===== src/rtl/core/cubic_bezier_easing_solver_top_macros.svh =====
// Assertion macros shared by the solver modules.
`ifndef CUBIC_BEZIER_EASING_SOLVER_TOP_MACROS_SVH
`define CUBIC_BEZIER_EASING_SOLVER_TOP_MACROS_SVH

// Implication checked on every rising clock edge outside reset.
`define CBE_ASSERT_IMP(label, clk, rst, ante, cons) \
   label: assert property (@(posedge clk) disable iff (rst) (ante) |-> (cons)) \
      else $error("assertion failed");

// Next-cycle implication checked outside reset.
`define CBE_ASSERT_NEXT(label, clk, rst, ante, cons) \
   label: assert property (@(posedge clk) disable iff (rst) (ante) |=> (cons)) \
      else $error("assertion failed");

`endif


===== src/rtl/core/cbe_pkg.sv =====
`timescale 1ns / 1ps
package cbe_pkg;

   // The port widths fix the number format at Q.16.
   localparam int FRAC_BITS          = 16;
   localparam int NewtonStepsDefault = 8;
   localparam int BisectStepsDefault = 20;

   localparam int CTRL_X_W = 17;
   localparam int CTRL_Y_W = 18;
   localparam int TOL_W    = 16;
   localparam int PROG_W   = 17;
   localparam int YOUT_W   = 18;
   localparam int CSR_IDX_W = 3;
   localparam int CSR_DATA_W = 18;

   typedef enum logic [CSR_IDX_W-1:0] {
      CSR_CTRL1_X   = 3'd0,
      CSR_CTRL1_Y   = 3'd1,
      CSR_CTRL2_X   = 3'd2,
      CSR_CTRL2_Y   = 3'd3,
      CSR_TOLERANCE = 3'd4
   } csr_idx_type;

   // Work item handed from the front end to the solver core.
   typedef struct packed {
      logic [PROG_W-1:0] x;        // saturated progress
      logic              over;     // progress was above one
      logic              identity; // identity curve: bypass
   } job_type;

   typedef enum logic [3:0] {
      ST_IDLE,
      ST_NEWTON_EVAL,
      ST_NEWTON_DIV,
      ST_BISECT_EVAL,
      ST_Y_EVAL,
      ST_DONE
   } core_state_type;

   typedef enum logic [2:0] {
      HP_IDLE,
      HP_M1,
      HP_M2,
      HP_M3,
      HP_D1,
      HP_D2
   } poly_state_type;

endpackage


===== src/rtl/core/cbe_front.sv =====
`timescale 1ns / 1ps
`include "cubic_bezier_easing_solver_top_macros.svh"
module cbe_front (
   input  logic                             clock,
   input  logic                             reset,
   input  logic                             start,
   input  logic [cbe_pkg::PROG_W-1:0]       req_progress_x,
   input  logic [cbe_pkg::CTRL_X_W-1:0]     ctrl1_x,
   input  logic signed [cbe_pkg::CTRL_Y_W-1:0] ctrl1_y,
   input  logic [cbe_pkg::CTRL_X_W-1:0]     ctrl2_x,
   input  logic signed [cbe_pkg::CTRL_Y_W-1:0] ctrl2_y,
   input  logic                             pop,
   output logic                             busy,
   output logic                             job_valid,
   output cbe_pkg::job_type                 job
);

   localparam logic [cbe_pkg::PROG_W-1:0] One =
      cbe_pkg::PROG_W'(1) << cbe_pkg::FRAC_BITS;

   cbe_pkg::job_type job_in;
   cbe_pkg::job_type job_ff;
   logic             full_ff;
   logic             full_in;
   logic             accept;

   // Single-entry queue: the block takes one request at a time.
   assign busy   = full_ff;
   assign accept = start && !full_ff;

   always_comb begin
      job_in.over = req_progress_x > One;
      job_in.x    = job_in.over ? One : req_progress_x;
      job_in.identity = (ctrl1_x == '0) && (ctrl1_y == '0)
         && (ctrl2_x == One) && (ctrl2_y == cbe_pkg::CTRL_Y_W'(One));
   end

   always_comb begin
      full_in = full_ff;
      if (accept) begin
         full_in = 1'b1;
      end else if (pop) begin
         full_in = 1'b0;
      end
   end

   always_ff @(posedge clock) begin
      if (reset) begin
         full_ff <= 1'b0;
      end else begin
         full_ff <= full_in;
      end
   end

   always_ff @(posedge clock) begin
      if (accept) begin
         job_ff <= job_in;
      end
   end

   assign job_valid = full_ff;
   assign job       = job_ff;

   `CBE_ASSERT_NEXT(a_accept_fills, clock, reset, accept, full_ff)
   `CBE_ASSERT_IMP(a_pop_when_full, clock, reset, pop, full_ff)
   `CBE_ASSERT_IMP(a_sat_x, clock, reset, full_ff, job_ff.x <= One)

endmodule


===== src/rtl/core/cbe_core.sv =====
`timescale 1ns / 1ps
`include "cubic_bezier_easing_solver_top_macros.svh"
module cbe_core #(
   parameter int NEWTON_STEPS = cbe_pkg::NewtonStepsDefault,
   parameter int BISECT_STEPS = cbe_pkg::BisectStepsDefault
) (
   input  logic                                clock,
   input  logic                                reset,
   input  logic                                job_valid,
   input  cbe_pkg::job_type                    job,
   input  logic [cbe_pkg::CTRL_X_W-1:0]        ctrl1_x,
   input  logic signed [cbe_pkg::CTRL_Y_W-1:0] ctrl1_y,
   input  logic [cbe_pkg::CTRL_X_W-1:0]        ctrl2_x,
   input  logic signed [cbe_pkg::CTRL_Y_W-1:0] ctrl2_y,
   input  logic [cbe_pkg::TOL_W-1:0]           tolerance,
   output logic                                pop,
   output logic                                rsp_valid,
   output logic signed [cbe_pkg::YOUT_W-1:0]   rsp_eased_y,
   output logic [cbe_pkg::PROG_W-1:0]          rsp_param_t,
   output logic                                rsp_converged
);

   localparam int FRAC_BITS = cbe_pkg::FRAC_BITS;
   // Coefficients reach about 9 * 2^17; products need headroom for t <= ONE.
   localparam int CW = FRAC_BITS + 8;           // coefficient / Horner width
   localparam int PW = 2 * CW;                  // product width
   localparam int QW = CW + FRAC_BITS + 2;      // dividend width
   localparam int NCW = $clog2(NEWTON_STEPS + 1);
   localparam int BCW = $clog2(BISECT_STEPS + 1);
   localparam int DCW = $clog2(QW + 1);
   localparam logic signed [CW-1:0] One = CW'(1) <<< FRAC_BITS;
   localparam logic signed [PW-1:0] Half = PW'(1) <<< (FRAC_BITS - 1);

   cbe_pkg::core_state_type st_ff, st_in;
   cbe_pkg::poly_state_type ph_ff, ph_in;

   logic signed [CW-1:0] ax, bx, cx, ay, by, cy;
   logic signed [CW-1:0] t_ff, t_in, lo_ff, lo_in, hi_ff, hi_in;
   logic signed [CW-1:0] x_ff;
   logic signed [CW-1:0] acc_ff, acc_in;   // Horner accumulator
   logic signed [CW-1:0] d_ff, d_in;
   logic [NCW-1:0]       nc_ff, nc_in;
   logic [BCW-1:0]       bc_ff, bc_in;
   logic                 conv_ff, conv_in, over_ff, over_in;
   logic                 out_v_ff, out_v_in;
   logic signed [CW-1:0] y_ff, y_in;

   // Shared multiplier with Q rounding (ties toward +inf).
   logic signed [CW-1:0] ma, mb, mq;
   logic signed [PW-1:0] mp;
   assign mp = ma * mb + Half;
   assign mq = CW'(mp >>> FRAC_BITS);

   // Restoring divider over magnitudes, one quotient bit per cycle.
   logic [QW-1:0] dq_ff, dq_in, dr_ff, dr_in, dv_ff, dv_in;
   logic [QW:0]   dtrial;
   logic [DCW-1:0] dc_ff, dc_in;
   logic          dneg_ff, dneg_in;
   logic signed [QW+1:0] tnew;

   always_comb begin
      cx = CW'(3 * CW'(signed'({1'b0, ctrl1_x})));
      bx = CW'(3 * (CW'(signed'({1'b0, ctrl2_x})) - CW'(signed'({1'b0, ctrl1_x}))) - cx);
      ax = One - cx - bx;
      cy = CW'(3 * CW'(ctrl1_y));
      by = CW'(3 * (CW'(ctrl2_y) - CW'(ctrl1_y)) - cy);
      ay = One - cy - by;
   end

   logic signed [CW-1:0] abs_err;
   logic signed [CW-1:0] tol_s;
   assign tol_s = CW'(signed'({1'b0, tolerance}));
   assign abs_err = (acc_ff - x_ff) < 0 ? x_ff - acc_ff : acc_ff - x_ff;

   always_ff @(posedge clock) begin
      if (reset) begin
         st_ff    <= cbe_pkg::ST_IDLE;
         ph_ff    <= cbe_pkg::HP_IDLE;
         out_v_ff <= 1'b0;
      end else begin
         st_ff    <= st_in;
         ph_ff    <= ph_in;
         out_v_ff <= out_v_in;
      end
   end

   always_ff @(posedge clock) begin
      t_ff <= t_in; lo_ff <= lo_in; hi_ff <= hi_in; acc_ff <= acc_in;
      d_ff <= d_in; nc_ff <= nc_in; bc_ff <= bc_in;
      conv_ff <= conv_in; over_ff <= over_in; y_ff <= y_in;
      dq_ff <= dq_in; dr_ff <= dr_in; dv_ff <= dv_in; dc_ff <= dc_in;
      dneg_ff <= dneg_in;
      if (st_ff == cbe_pkg::ST_IDLE && job_valid) begin
         x_ff <= CW'(signed'({1'b0, job.x}));
      end
   end

   assign dtrial = {dr_ff, dq_ff[QW-1]} - {1'b0, dv_ff};
   assign tnew = (QW+2)'(t_ff) - (dneg_ff ? -(QW+2)'(signed'({2'b0, dq_ff}))
                                          :  (QW+2)'(signed'({2'b0, dq_ff})));

   // Horner step: M1..M3 compute ((a*t+b)*t+c)*t; Newton adds derivative in D1..D2.
   always_comb begin
      logic signed [QW-1:0] num;
      st_in = st_ff; ph_in = ph_ff;
      t_in = t_ff; lo_in = lo_ff; hi_in = hi_ff; acc_in = acc_ff;
      d_in = d_ff; nc_in = nc_ff; bc_in = bc_ff;
      conv_in = conv_ff; over_in = over_ff; y_in = y_ff; out_v_in = 1'b0;
      dq_in = dq_ff; dr_in = dr_ff; dv_in = dv_ff; dc_in = dc_ff; dneg_in = dneg_ff;
      pop = 1'b0;
      ma = t_ff; mb = ax;
      num = '0;
      unique case (st_ff)
         cbe_pkg::ST_IDLE: begin
            if (job_valid) begin
               t_in = CW'(signed'({1'b0, job.x}));
               over_in = job.over; conv_in = 1'b0;
               nc_in = '0; bc_in = '0;
               lo_in = '0; hi_in = One;
               if (job.identity) begin
                  y_in = CW'(signed'({1'b0, job.x}));
                  conv_in = 1'b1;
                  st_in = cbe_pkg::ST_DONE;
               end else begin
                  ph_in = cbe_pkg::HP_M1;
                  st_in = (NEWTON_STEPS > 0) ? cbe_pkg::ST_NEWTON_EVAL
                                             : cbe_pkg::ST_BISECT_EVAL;
               end
            end
         end
         cbe_pkg::ST_NEWTON_EVAL, cbe_pkg::ST_BISECT_EVAL, cbe_pkg::ST_Y_EVAL: begin
            unique case (ph_ff)
               cbe_pkg::HP_M1: begin
                  ma = (st_ff == cbe_pkg::ST_Y_EVAL) ? ay : ax;
                  mb = t_ff;
                  acc_in = mq + ((st_ff == cbe_pkg::ST_Y_EVAL) ? by : bx);
                  ph_in = cbe_pkg::HP_M2;
               end
               cbe_pkg::HP_M2: begin
                  ma = acc_ff; mb = t_ff;
                  acc_in = mq + ((st_ff == cbe_pkg::ST_Y_EVAL) ? cy : cx);
                  ph_in = cbe_pkg::HP_M3;
               end
               cbe_pkg::HP_M3: begin
                  ma = acc_ff; mb = t_ff;
                  acc_in = mq;
                  ph_in = (st_ff == cbe_pkg::ST_NEWTON_EVAL) ? cbe_pkg::HP_D1
                                                            : cbe_pkg::HP_IDLE;
               end
               cbe_pkg::HP_D1: begin
                  ma = CW'(3 * ax); mb = t_ff;
                  d_in = CW'(mq + 2 * bx);
                  ph_in = cbe_pkg::HP_D2;
               end
               cbe_pkg::HP_D2: begin
                  ma = d_ff; mb = t_ff;
                  d_in = mq + cx;
                  ph_in = cbe_pkg::HP_IDLE;
               end
               default: begin
                  // Evaluation finished: decide.
                  priority if (st_ff == cbe_pkg::ST_Y_EVAL) begin
                     y_in = acc_ff;
                     st_in = cbe_pkg::ST_DONE;
                  end else if (abs_err < tol_s) begin
                     conv_in = 1'b1;
                     ph_in = cbe_pkg::HP_M1;
                     st_in = cbe_pkg::ST_Y_EVAL;
                  end else if (st_ff == cbe_pkg::ST_NEWTON_EVAL) begin
                     if (d_ff == '0) begin
                        t_in = x_ff; ph_in = cbe_pkg::HP_M1;
                        st_in = cbe_pkg::ST_BISECT_EVAL;
                     end else begin
                        num = QW'(acc_ff - x_ff) <<< FRAC_BITS;
                        dneg_in = num[QW-1] ^ d_ff[CW-1];
                        dq_in = num[QW-1] ? QW'(-num) : QW'(num);
                        dv_in = d_ff[CW-1] ? QW'(-d_ff) : QW'(d_ff);
                        dr_in = '0; dc_in = DCW'(QW);
                        st_in = cbe_pkg::ST_NEWTON_DIV;
                     end
                  end else begin
                     if (x_ff > acc_ff) lo_in = t_ff;
                     else hi_in = t_ff;
                     t_in = (x_ff > acc_ff) ? t_ff + ((hi_ff - t_ff) >>> 1)
                                            : lo_ff + ((t_ff - lo_ff) >>> 1);
                     bc_in = bc_ff + 1'b1;
                     ph_in = cbe_pkg::HP_M1;
                     if (bc_ff == BCW'(BISECT_STEPS - 1)) begin
                        t_in = t_ff;
                        st_in = cbe_pkg::ST_Y_EVAL;
                     end
                  end
               end
            endcase
            // After last bisection move, the new t is not tested (model exits loop).
            if (st_ff == cbe_pkg::ST_BISECT_EVAL && ph_ff == cbe_pkg::HP_IDLE
                && !(abs_err < tol_s) && bc_ff == BCW'(BISECT_STEPS - 1)) begin
               t_in = (x_ff > acc_ff) ? t_ff + ((hi_ff - t_ff) >>> 1)
                                      : lo_ff + ((t_ff - lo_ff) >>> 1);
            end
         end
         cbe_pkg::ST_NEWTON_DIV: begin
            if (dc_ff != '0) begin
               dc_in = dc_ff - 1'b1;
               if (!dtrial[QW]) begin
                  dr_in = dtrial[QW-1:0];
                  dq_in = {dq_ff[QW-2:0], 1'b1};
               end else begin
                  dr_in = {dr_ff[QW-2:0], dq_ff[QW-1]};
                  dq_in = {dq_ff[QW-2:0], 1'b0};
               end
            end else begin
               priority if (tnew < 0) t_in = '0;
               else if (tnew > (QW+2)'(One)) t_in = One;
               else t_in = CW'(tnew);
               nc_in = nc_ff + 1'b1;
               ph_in = cbe_pkg::HP_M1;
               if (nc_ff == NCW'(NEWTON_STEPS - 1)) begin
                  t_in = (tnew < 0) ? '0 : (tnew > (QW+2)'(One)) ? One : CW'(tnew);
                  st_in = cbe_pkg::ST_BISECT_EVAL;
                  // bisection restarts from x
                  t_in = x_ff;
               end else begin
                  st_in = cbe_pkg::ST_NEWTON_EVAL;
               end
            end
         end
         cbe_pkg::ST_DONE: begin
            out_v_in = 1'b1;
            pop = 1'b1;
            st_in = cbe_pkg::ST_IDLE;
         end
         default: st_in = cbe_pkg::ST_IDLE;
      endcase
   end

   assign rsp_valid = out_v_ff;
   always_ff @(posedge clock) begin
      if (st_ff == cbe_pkg::ST_DONE) begin
         rsp_eased_y <= (y_ff > CW'(131071)) ? 18'sd131071 :
                        (y_ff < -CW'(131072)) ? -18'sd131072 : cbe_pkg::YOUT_W'(y_ff);
         rsp_param_t <= cbe_pkg::PROG_W'(t_ff);
         rsp_converged <= conv_ff && !over_ff;
      end
   end

   `CBE_ASSERT_NEXT(a_done_strobe, clock, reset, st_ff == cbe_pkg::ST_DONE, rsp_valid)
   `CBE_ASSERT_IMP(a_t_range, clock, reset, st_ff == cbe_pkg::ST_BISECT_EVAL,
      t_ff >= 0 && t_ff <= One)
   `CBE_ASSERT_IMP(a_pop_done, clock, reset, pop, st_ff == cbe_pkg::ST_DONE)

endmodule


===== src/rtl/core/cubic_bezier_easing_solver_top.sv =====
`timescale 1ns / 1ps
// Channel   | Ports                                      | Handshake
// request   | start, busy, req_progress_x                | start && !busy
// response  | rsp_valid, rsp_eased_y/param_t/converged   | one-cycle strobe
// config    | csr_write, csr_index, csr_data             | write enable only
//
// On the identity curve the core bypasses the search and goes straight to the
// response. Otherwise each Newton step runs five multiplies on the shared
// multiplier, a decision and a bit-serial divide; each bisection step and the
// final y evaluation run three multiplies and a decision.
// Reset is synchronous and active high; it empties the request slot and
// restores the control points to the identity curve with tolerance sixteen.
// The receiver cannot stall; busy stays high until the response strobe.
module cubic_bezier_easing_solver_top #(
   parameter int NEWTON_STEPS = cbe_pkg::NewtonStepsDefault,
   parameter int BISECT_STEPS = cbe_pkg::BisectStepsDefault
) (
   input  logic                                 clock,
   input  logic                                 reset,
   input  logic                                 start,
   output logic                                 busy,
   input  logic [cbe_pkg::PROG_W-1:0]           req_progress_x,
   output logic                                 rsp_valid,
   output logic signed [cbe_pkg::YOUT_W-1:0]    rsp_eased_y,
   output logic [cbe_pkg::PROG_W-1:0]           rsp_param_t,
   output logic                                 rsp_converged,
   input  logic                                 csr_write,
   input  logic [cbe_pkg::CSR_IDX_W-1:0]        csr_index,
   input  logic [cbe_pkg::CSR_DATA_W-1:0]       csr_data
);

   logic [cbe_pkg::CTRL_X_W-1:0]        c1x_ff, c2x_ff;
   logic signed [cbe_pkg::CTRL_Y_W-1:0] c1y_ff, c2y_ff;
   logic [cbe_pkg::TOL_W-1:0]           tol_ff;
   logic             job_valid, pop;
   cbe_pkg::job_type job;

   // Configuration registers; reset gives the identity curve.
   always_ff @(posedge clock) begin
      if (reset) begin
         c1x_ff <= '0;
         c1y_ff <= '0;
         c2x_ff <= cbe_pkg::CTRL_X_W'(1) << cbe_pkg::FRAC_BITS;
         c2y_ff <= cbe_pkg::CTRL_Y_W'(1) << cbe_pkg::FRAC_BITS;
         tol_ff <= cbe_pkg::TOL_W'(16);
      end else if (csr_write) begin
         unique case (csr_index)
            cbe_pkg::CSR_CTRL1_X:   c1x_ff <= csr_data[cbe_pkg::CTRL_X_W-1:0];
            cbe_pkg::CSR_CTRL1_Y:   c1y_ff <= csr_data;
            cbe_pkg::CSR_CTRL2_X:   c2x_ff <= csr_data[cbe_pkg::CTRL_X_W-1:0];
            cbe_pkg::CSR_CTRL2_Y:   c2y_ff <= csr_data;
            cbe_pkg::CSR_TOLERANCE: tol_ff <= csr_data[cbe_pkg::TOL_W-1:0];
            default: ;
         endcase
      end
   end

   // Front end: saturates progress and spots the identity curve.
   cbe_front u_front (
      .clock, .reset, .start, .req_progress_x,
      .ctrl1_x(c1x_ff), .ctrl1_y(c1y_ff), .ctrl2_x(c2x_ff), .ctrl2_y(c2y_ff),
      .pop, .busy, .job_valid, .job
   );

   // Back end: Newton then bisection on a shared multiplier and divider.
   cbe_core #(.NEWTON_STEPS(NEWTON_STEPS), .BISECT_STEPS(BISECT_STEPS)) u_core (
      .clock, .reset, .job_valid, .job,
      .ctrl1_x(c1x_ff), .ctrl1_y(c1y_ff), .ctrl2_x(c2x_ff), .ctrl2_y(c2y_ff),
      .tolerance(tol_ff), .pop, .rsp_valid, .rsp_eased_y, .rsp_param_t,
      .rsp_converged
   );

endmodule


===== config.mk =====
export PLATFORM = sky130hd
export DESIGN_NAME = cubic_bezier_easing_solver_top
export DESIGN_NICKNAME = d
export VERILOG_FILES = /design/src/rtl/core/cbe_pkg.sv /design/src/rtl/core/cbe_front.sv /design/src/rtl/core/cbe_core.sv /design/src/rtl/core/cubic_bezier_easing_solver_top.sv
export VERILOG_INCLUDE_DIRS = /design/src /design/src/rtl/core
export SDC_FILE = /design/constraint.sdc
export NUM_CORES = 2
export LEC_CHECK = 0
export BUFFER_PORTS_ARGS = -buffer_cell sky130_fd_sc_hd__buf_2
export CAP_MARGIN = 10
export CORE_MARGIN = 3
export CORE_UTILIZATION = 65
export DETAILED_ROUTE_END_ITERATION = 7
export PLACE_DENSITY = 0.82
export SLEW_MARGIN = 20
export SYNTH_ARGS = -nofsm -noshare
export SYNTH_HDL_FRONTEND = slang
export SYNTH_SLANG_ARGS = --single-unit

===== constraint.sdc =====
create_clock -name clock -period 31.6 [get_ports clock]
set_input_delay 1.58 -clock clock [delete_from_list [all_inputs] [get_ports clock]]
set_output_delay 1.58 -clock clock [all_outputs]
set_load 0.1 [all_outputs]

# Yosys cells after proc, flatten, opt, wreduce, memory -nomap -nowiden
# Index checks and enable logic that the tools add are counted.
[classes] reduce_logical=48 n_mul=6 addsub=29 eq_ne=41 n_bitwise=5 muxes=109 order_cmp=8 n_div=0 shift=0
[op_table] cell="two-way mux 24 bit" n=36
[op_table] cell="two-way mux 42 bit" n=14
[op_table] cell="case mux 24 bit (2 select lines)" n=4
[op_table] cell="case mux 42 bit (2 select lines)" n=2
[op_table] cell="case mux 24 bit (3 select lines)" n=2
[op_table] cell="case mux 24 bit (4 select lines)" n=1
[op_table] cell="subtractor 24 bit" n=4
[op_table] cell="adder 24 bit" n=3
[op_table] cell="multiplier 3 x 32 -> 24 bit (first input constant)" n=2
[op_table] cell="subtractor 24 x 18 -> 25 bit" n=2
[op_table] cell="adder 24 x 23 -> 24 bit" n=2
[op_table] cell="> comparator 44 x 18 -> 1 bit (second input constant)" n=1
[op_table] cell="less-than comparator 44 x 1 -> 1 bit (second input constant)" n=1
[op_table] cell="two-way mux 44 bit" n=1
[op_table] cell="negator 42 -> 44 bit" n=1
[op_table] cell="subtractor 24 x 44 -> 44 bit" n=1
[op_table] cell="subtractor 43 x 42 -> 43 bit" n=1
[op_table] cell="negator 24 -> 42 bit" n=1
[op_table] cell="negator 42 bit" n=1
[op_table] cell="adder 40 x 17 -> 40 bit (second input constant)" n=1
[op_table] cell="multiplier 24 x 24 -> 40 bit" n=1
[op_table] cell="two-way mux 4 bit" n=9
[op_table] cell="two-way mux 6 bit" n=6
[op_table] cell="less-than comparator 32 x 1 -> 1 bit (second input constant)" n=1
[op_table] cell="73 further kinds" n=148
[totals] reg_bits=455 input_bits=42 mem_count=0 wordCells=278 mem_bits_ro=0 ram_bits=0 out_inout_bits=38 latch_bits=0

# Depth between registers and ports, before layout
[depth] word_depth=11 depth_mapped=83

# Modules after synthesis
# A second synthesis with hierarchy kept.
[hier_totals] hier_cells=7455 hier_area_um2=64224.1
[by_module_without_submodules] module="cbe_core" instances=1 area_per_inst_um2=59844.9 seq_area_each_um2=10380.0 cells_per_inst=7078
[by_module_without_submodules] module="cubic_bezier_easing_solver_top" instances=1 area_per_inst_um2=3435.8 seq_area_each_um2=1721.7 cells_per_inst=306
[by_module_without_submodules] module="cbe_front" instances=1 area_per_inst_um2=943.4 seq_area_each_um2=590.6 cells_per_inst=71

# Worst setup path before layout
# No wires, ideal clock.
[synth_timing] path_kind="reg-to-reg" from="register c1x_ff[0] in the netlist's numbering" to="register u_core.acc_ff[23], data pin" required_ns=31.342 setup_time_ns=0.258 path_stages_with_launch=73 n_path_buf=2 path_slack_ns=14.960 arrival_ns=16.382 period_less_slack_ns=16.640 path_cell_list="dfxtp_1 > ha_1 > fa_1 > nor2b_1 > o21ai_0 > a21boi_0 > o21ai_0 > a21boi_0 > nor2_1 > ha_1 > inv_1 > fa_1 > inv_1 > ha_1 > a2111oi_0 > o21ai_0 > a21oi_1 > xor2_1 > [37 not listed] > and3_1 > nand4_1 > and3_1 > a21oi_1 > xnor2_1 > inv_1 > ha_1 > nand3_1 > a211o_1 > nand3_1 > o2111a_1 > or4b_1 > nand3_1 > maj3_1 > a21oi_1 > or3_1 > nand3_1 > xnor2_1"
[synth_via] elab_chain_cells=11
[synth_rtl] item="start: declaration" line_no="cubic_bezier_easing_solver_top.sv:32" source="logic [cbe_pkg::CTRL_X_W-1:0] c1x_ff, c2x_ff;"
[synth_rtl] item="start signal: assignment" line_no="cubic_bezier_easing_solver_top.sv:48" source="cbe_pkg::CSR_CTRL1_X: c1x_ff <= csr_data[cbe_pkg::CTRL_X_W-1:0];"
[synth_rtl] item="subtractor 17 x 17 -> 18 bit" line_no="cbe_core.sv:63" source="bx = CW'(3 * (CW'(signed'({1'b0, ctrl2_x})) - CW'(signed'({1'b0, ctrl1_x}))) - cx);"
[synth_rtl] item="multiplier 3 x 32 -> 24 bit" line_no="cbe_core.sv:63"
[synth_rtl] item="subtractor 24 x 20 -> 24 bit" line_no="cbe_core.sv:63"
[synth_rtl] item="subtractor 24 bit" line_no="cbe_core.sv:64" source="ax = One - cx - bx;"
[synth_rtl] item="multiplier 3 x 24 -> 24 bit / two-way mux 24 bit (equally long branches)" line_no="cbe_core.sv:151, cbe_core.sv:134"
[synth_rtl] item="case mux 24 bit (4 select lines)" line_no="cbe_core.sv:132" source="unique case (ph_ff)"
[synth_rtl] item="two-way mux 24 bit" line_no="cbe_core.sv:113" source="unique case (st_ff)"
[synth_rtl] item="multiplier 24 x 24 -> 40 bit" line_no="cbe_core.sv:51" source="assign mp = ma * mb + Half;"
[synth_rtl] item="adder 40 x 17 -> 40 bit" line_no="cbe_core.sv:51"
[synth_rtl] item="adder 24 bit, on equally long branches" line_no="cbe_core.sv:141, cbe_core.sv:136"
[synth_rtl] item="case mux 24 bit (3 select lines) *" line_no="cbe_core.sv:132"
[synth_rtl] item="end signal: assignment" line_no="cbe_core.sv:88" source="t_ff <= t_in; lo_ff <= lo_in; hi_ff <= hi_in; acc_ff <= acc_in;"
[synth_rtl] item="end: declaration" line_no="cbe_core.sv:40" source="logic signed [CW-1:0] acc_ff, acc_in;"
# Mark *: on every way between the ends. The rest lies on a longest branch, timed or not.
# A chain may end at the register's enable or synchronous reset.

# Final worst setup path
[layout_timing] from="register c1x_ff[2] in the netlist's numbering" to="register u_core.acc_ff[22], data pin"
# Same word-level chain as after synthesis.

==> flow_summary.yaml <==
sta:
  drv_slew: 0
  fin_crit_sh_pct: 61.7
  worst_slew_pin_slew_ns: 1.23
  relSlewSlack_pct: 17.4
  worst_clock_skew_ns: 0.0580
  hold_viol_final: 0
  tns_ns: 0
  fmaxAchievable_mhz: 51.3
  fin_crit_ns: 19.49
  rsz0062_at_grt: "no"
  setup_violations: 0
clock_network:
  holdBufCountCts: 0
  cts.sinks: 454
  cts_setup_buffers: 0
  path_clk_slew_ns: 0.06
  insertion_delay_ns: 0.68
  cts_buffer_depth: 3
  h-tree-depth: 2
  cts_resized: 0
  numCtsBuffers: 52
  cts-root-buf: "clkbuf_16"
  tritoncts: "built"
worst_setup_path:
  cpMostUsedCell: "o21ai_0"
  startpoint_type: "flip-flop"
  rr_worst_depth: 72
  critPathKind: "flip-flop to flip-flop"
  crit_arrival_ns: 19.88
  worstPathMaxFanout: 22
  crit_required_ns: 31.99
  critPathMaxStageDelay_ns: 0.70
  cpMaxStageDelayCell: "nor4b_1"
  end_kind: "flip-flop"
finish:
  instances_no_fill: 8873
  area_growth_pct: 6.11
  final_cell_mix: "inv_1 (1155), nand2_1 (966), ha_1 (694), fa_1 (566), nor2_1 (500)"
  drive_gt1_share_pct: 5.02
  final_common_cell: "inv_1"
  nFillCells: 7667
  nets: 8853
routing:
  wirelength_microns: 196000
  ant_nets: 0
  first_pass_iters: 8
  drc: 11
  vias: 55556
  dr.first_iter.drc_count: 5741
  wire_per_inst_microns: 22.1
  routed_via_density: 6.26
placement:
  place_inst: 8773
  io_buffers: 79
  place.gp.congestion: 1.01
  place_hpwl_microns: 155000
synthesis:
  async_flop_share_pct: 0
  synth_adder_area_share_pct: 31.5
  synth_seq_cells: 454
  synth_compound_area_share_pct: 15.6
  synth_ff_type: "edfxtp_1"
  synth_top_family_by_area: "adder cells"
  synthCells: 7554
  ys_warn_count: 0
  synth_edf_count: 360
  mappedNetlistArea_sq_mm: 0.0637
  seq_area_frac_synth_pct: 19.9
  yosysUniqueCellTypes: 88
  synth_mux_area_share_pct: 1.04
  syn-mean-instance-area_sq_um: 8.43
  yosys.area_share.simple_pct: 16.2
  synth_xor_area_share_pct: 7.38
global_routing:
  met3_usage_pct: 8.43
  grt_max_degree: 84
  grt_most_used_layer: "met2"
  grtUsageMet1_pct: 46.6
  grt_pass1_vias: 55538
  grt-ovfl-total: 0
  antenna_found_initial: 4
  grt_usage_pct: 38.3
  grt_pass1_wl_microns: 306000
  grtUsageMet2_pct: 62.1
die:
  num_io_pins: 80
  dieHeight_microns: 319
  rows: 114
  die_w_microns: 319
  core-area_sq_mm: 0.0970
  initial_core_util_pct: 65.7
  die_area_sq_mm: 0.102
status:
  violations: "design-rule violations"
  status: "complete, but fails checks"
flow_run:
  cap_viol_max_count: 0
worst_hold_path:
  min_path_type: "flip-flop to flip-flop"
  whs_path_depth: 2
-- layer usage --
metal,wire length (microns),vias to the layer above,share of wire [%]
met5,19,-,0.0097
met4,15300,2,7.8
li1,-,25277,-
met1,72000,26674,37
met3,19200,824,9.8
met2,89100,2779,46
-- Yosys cell counts (all sizes together) (30+ instances only) --
| library cell | number | area, sq um |
|---|---|---|
| a211oi | 64 | 480 |
| a21boi | 48 | 360 |
| a21o | 157 | 1180 |
| a21oi | 477 | 2390 |
| a31oi | 41 | 257 |
| and2 | 112 | 701 |
| and3 | 36 | 230 |
| clkbuf | 227 | 853 |
| dfxtp | 94 | 1880 |
| edfxtp | 360 | 10800 |
| fa | 566 | 11300 |
| ha | 694 | 8680 |
| inv | 1156 | 4340 |
| mux2i | 47 | 470 |
| nand2 | 967 | 3630 |
| nand2b | 84 | 541 |
| nand3 | 101 | 505 |
| nand4 | 40 | 250 |
| nor2 | 506 | 1900 |
| nor2b | 101 | 632 |
| nor3 | 106 | 531 |
| o211ai | 30 | 225 |
| o21a | 86 | 646 |
| o21ai | 383 | 1920 |
| o21bai | 41 | 308 |
| o31ai | 53 | 398 |
| or2 | 37 | 231 |
| or3 | 53 | 332 |
| xnor2 | 338 | 2960 |
| xor2 | 191 | 1670 |
-- stage by stage --
stage | hold WS, ns | instance area (sq um) | utilization [%] | setup slack [ns]
finish | 0.464 | 67600 | 69.7 | 12.11
global route | 0.485 | 67600 | 69.7 | 10.82
CTS | 0.462 | 67600 | 69.7 | 12.58
detailed placement | 0.452 | 65700 | 67.8 | 12.72
global placement | 0.445 | 65700 | 67.8 | 13.30
floorplan | 0.400 | 63800 | - | 14.96
-- state kept, by name, indices dropped and copies added (netlist names), 18 cells and up --
signal	flops
u_front.job	19
u_core.dv_ff	42
c1y_ff	18
u_core.acc_ff	24
u_core.dq_ff	42
u_core.dr_ff	42
u_core.lo_ff	24
u_core.t_ff	24
u_core.hi_ff	24
u_core.rsp_eased_y	18
u_core.d_ff	24
u_core.y_ff	24
c2y_ff	18
-- final cells by class --
type	count	area [sq um]	area share, %
Multi-Input combinational cell	5711	46000	68.0
Clock inverter	36	445	0.659
Clock buffer	61	1400	2.07
Timing Repair Buffer	176	1130	1.67
Inverter	1156	4340	6.42
Antenna cell	3	7.51	0.0111
Tap cell	1276	1600	2.36
Sequential cell	454	12700	18.8
-- kinds of logic after synthesis --
| group | Yosys count |
|---|---|
| compound gates | 1582 |
| xor+xnor | 532 |
| fa+ha+maj | 1266 |
| buf+inv | 1406 |
| flops | 454 |
| mux | 60 |
| other cells | 1 |
| simple gates | 2253 |
-- worst paths after layout --
kind | start | endpoint | slack, ns
worst max-delay path | c1x_ff[2] | u_core.acc_ff[22] | 12.11
worst min-delay path | tol_ff[10] | tol_ff[10] | 0.46
worst max register to register | c1x_ff[2] | u_core.acc_ff[22] | 12.11
worst min register to register | tol_ff[10] | tol_ff[10] | 0.46
-- critical path, delay by kind of cell (launching register included) --
kind | cells | cell delay [ns]
AOI/OAI and AO/OA | 35 | 8.23
xor gates and xnor gates | 6 | 1.30
adders and majority gates | 15 | 6.29
buffers and inverters | 6 | 0.56
DFF | 1 | 0.42
and+or+nand+nor | 10 | 2.38
Power is not shown: default switching activity piles up to over one toggle a cycle in this logic, so the estimate is an artifact.
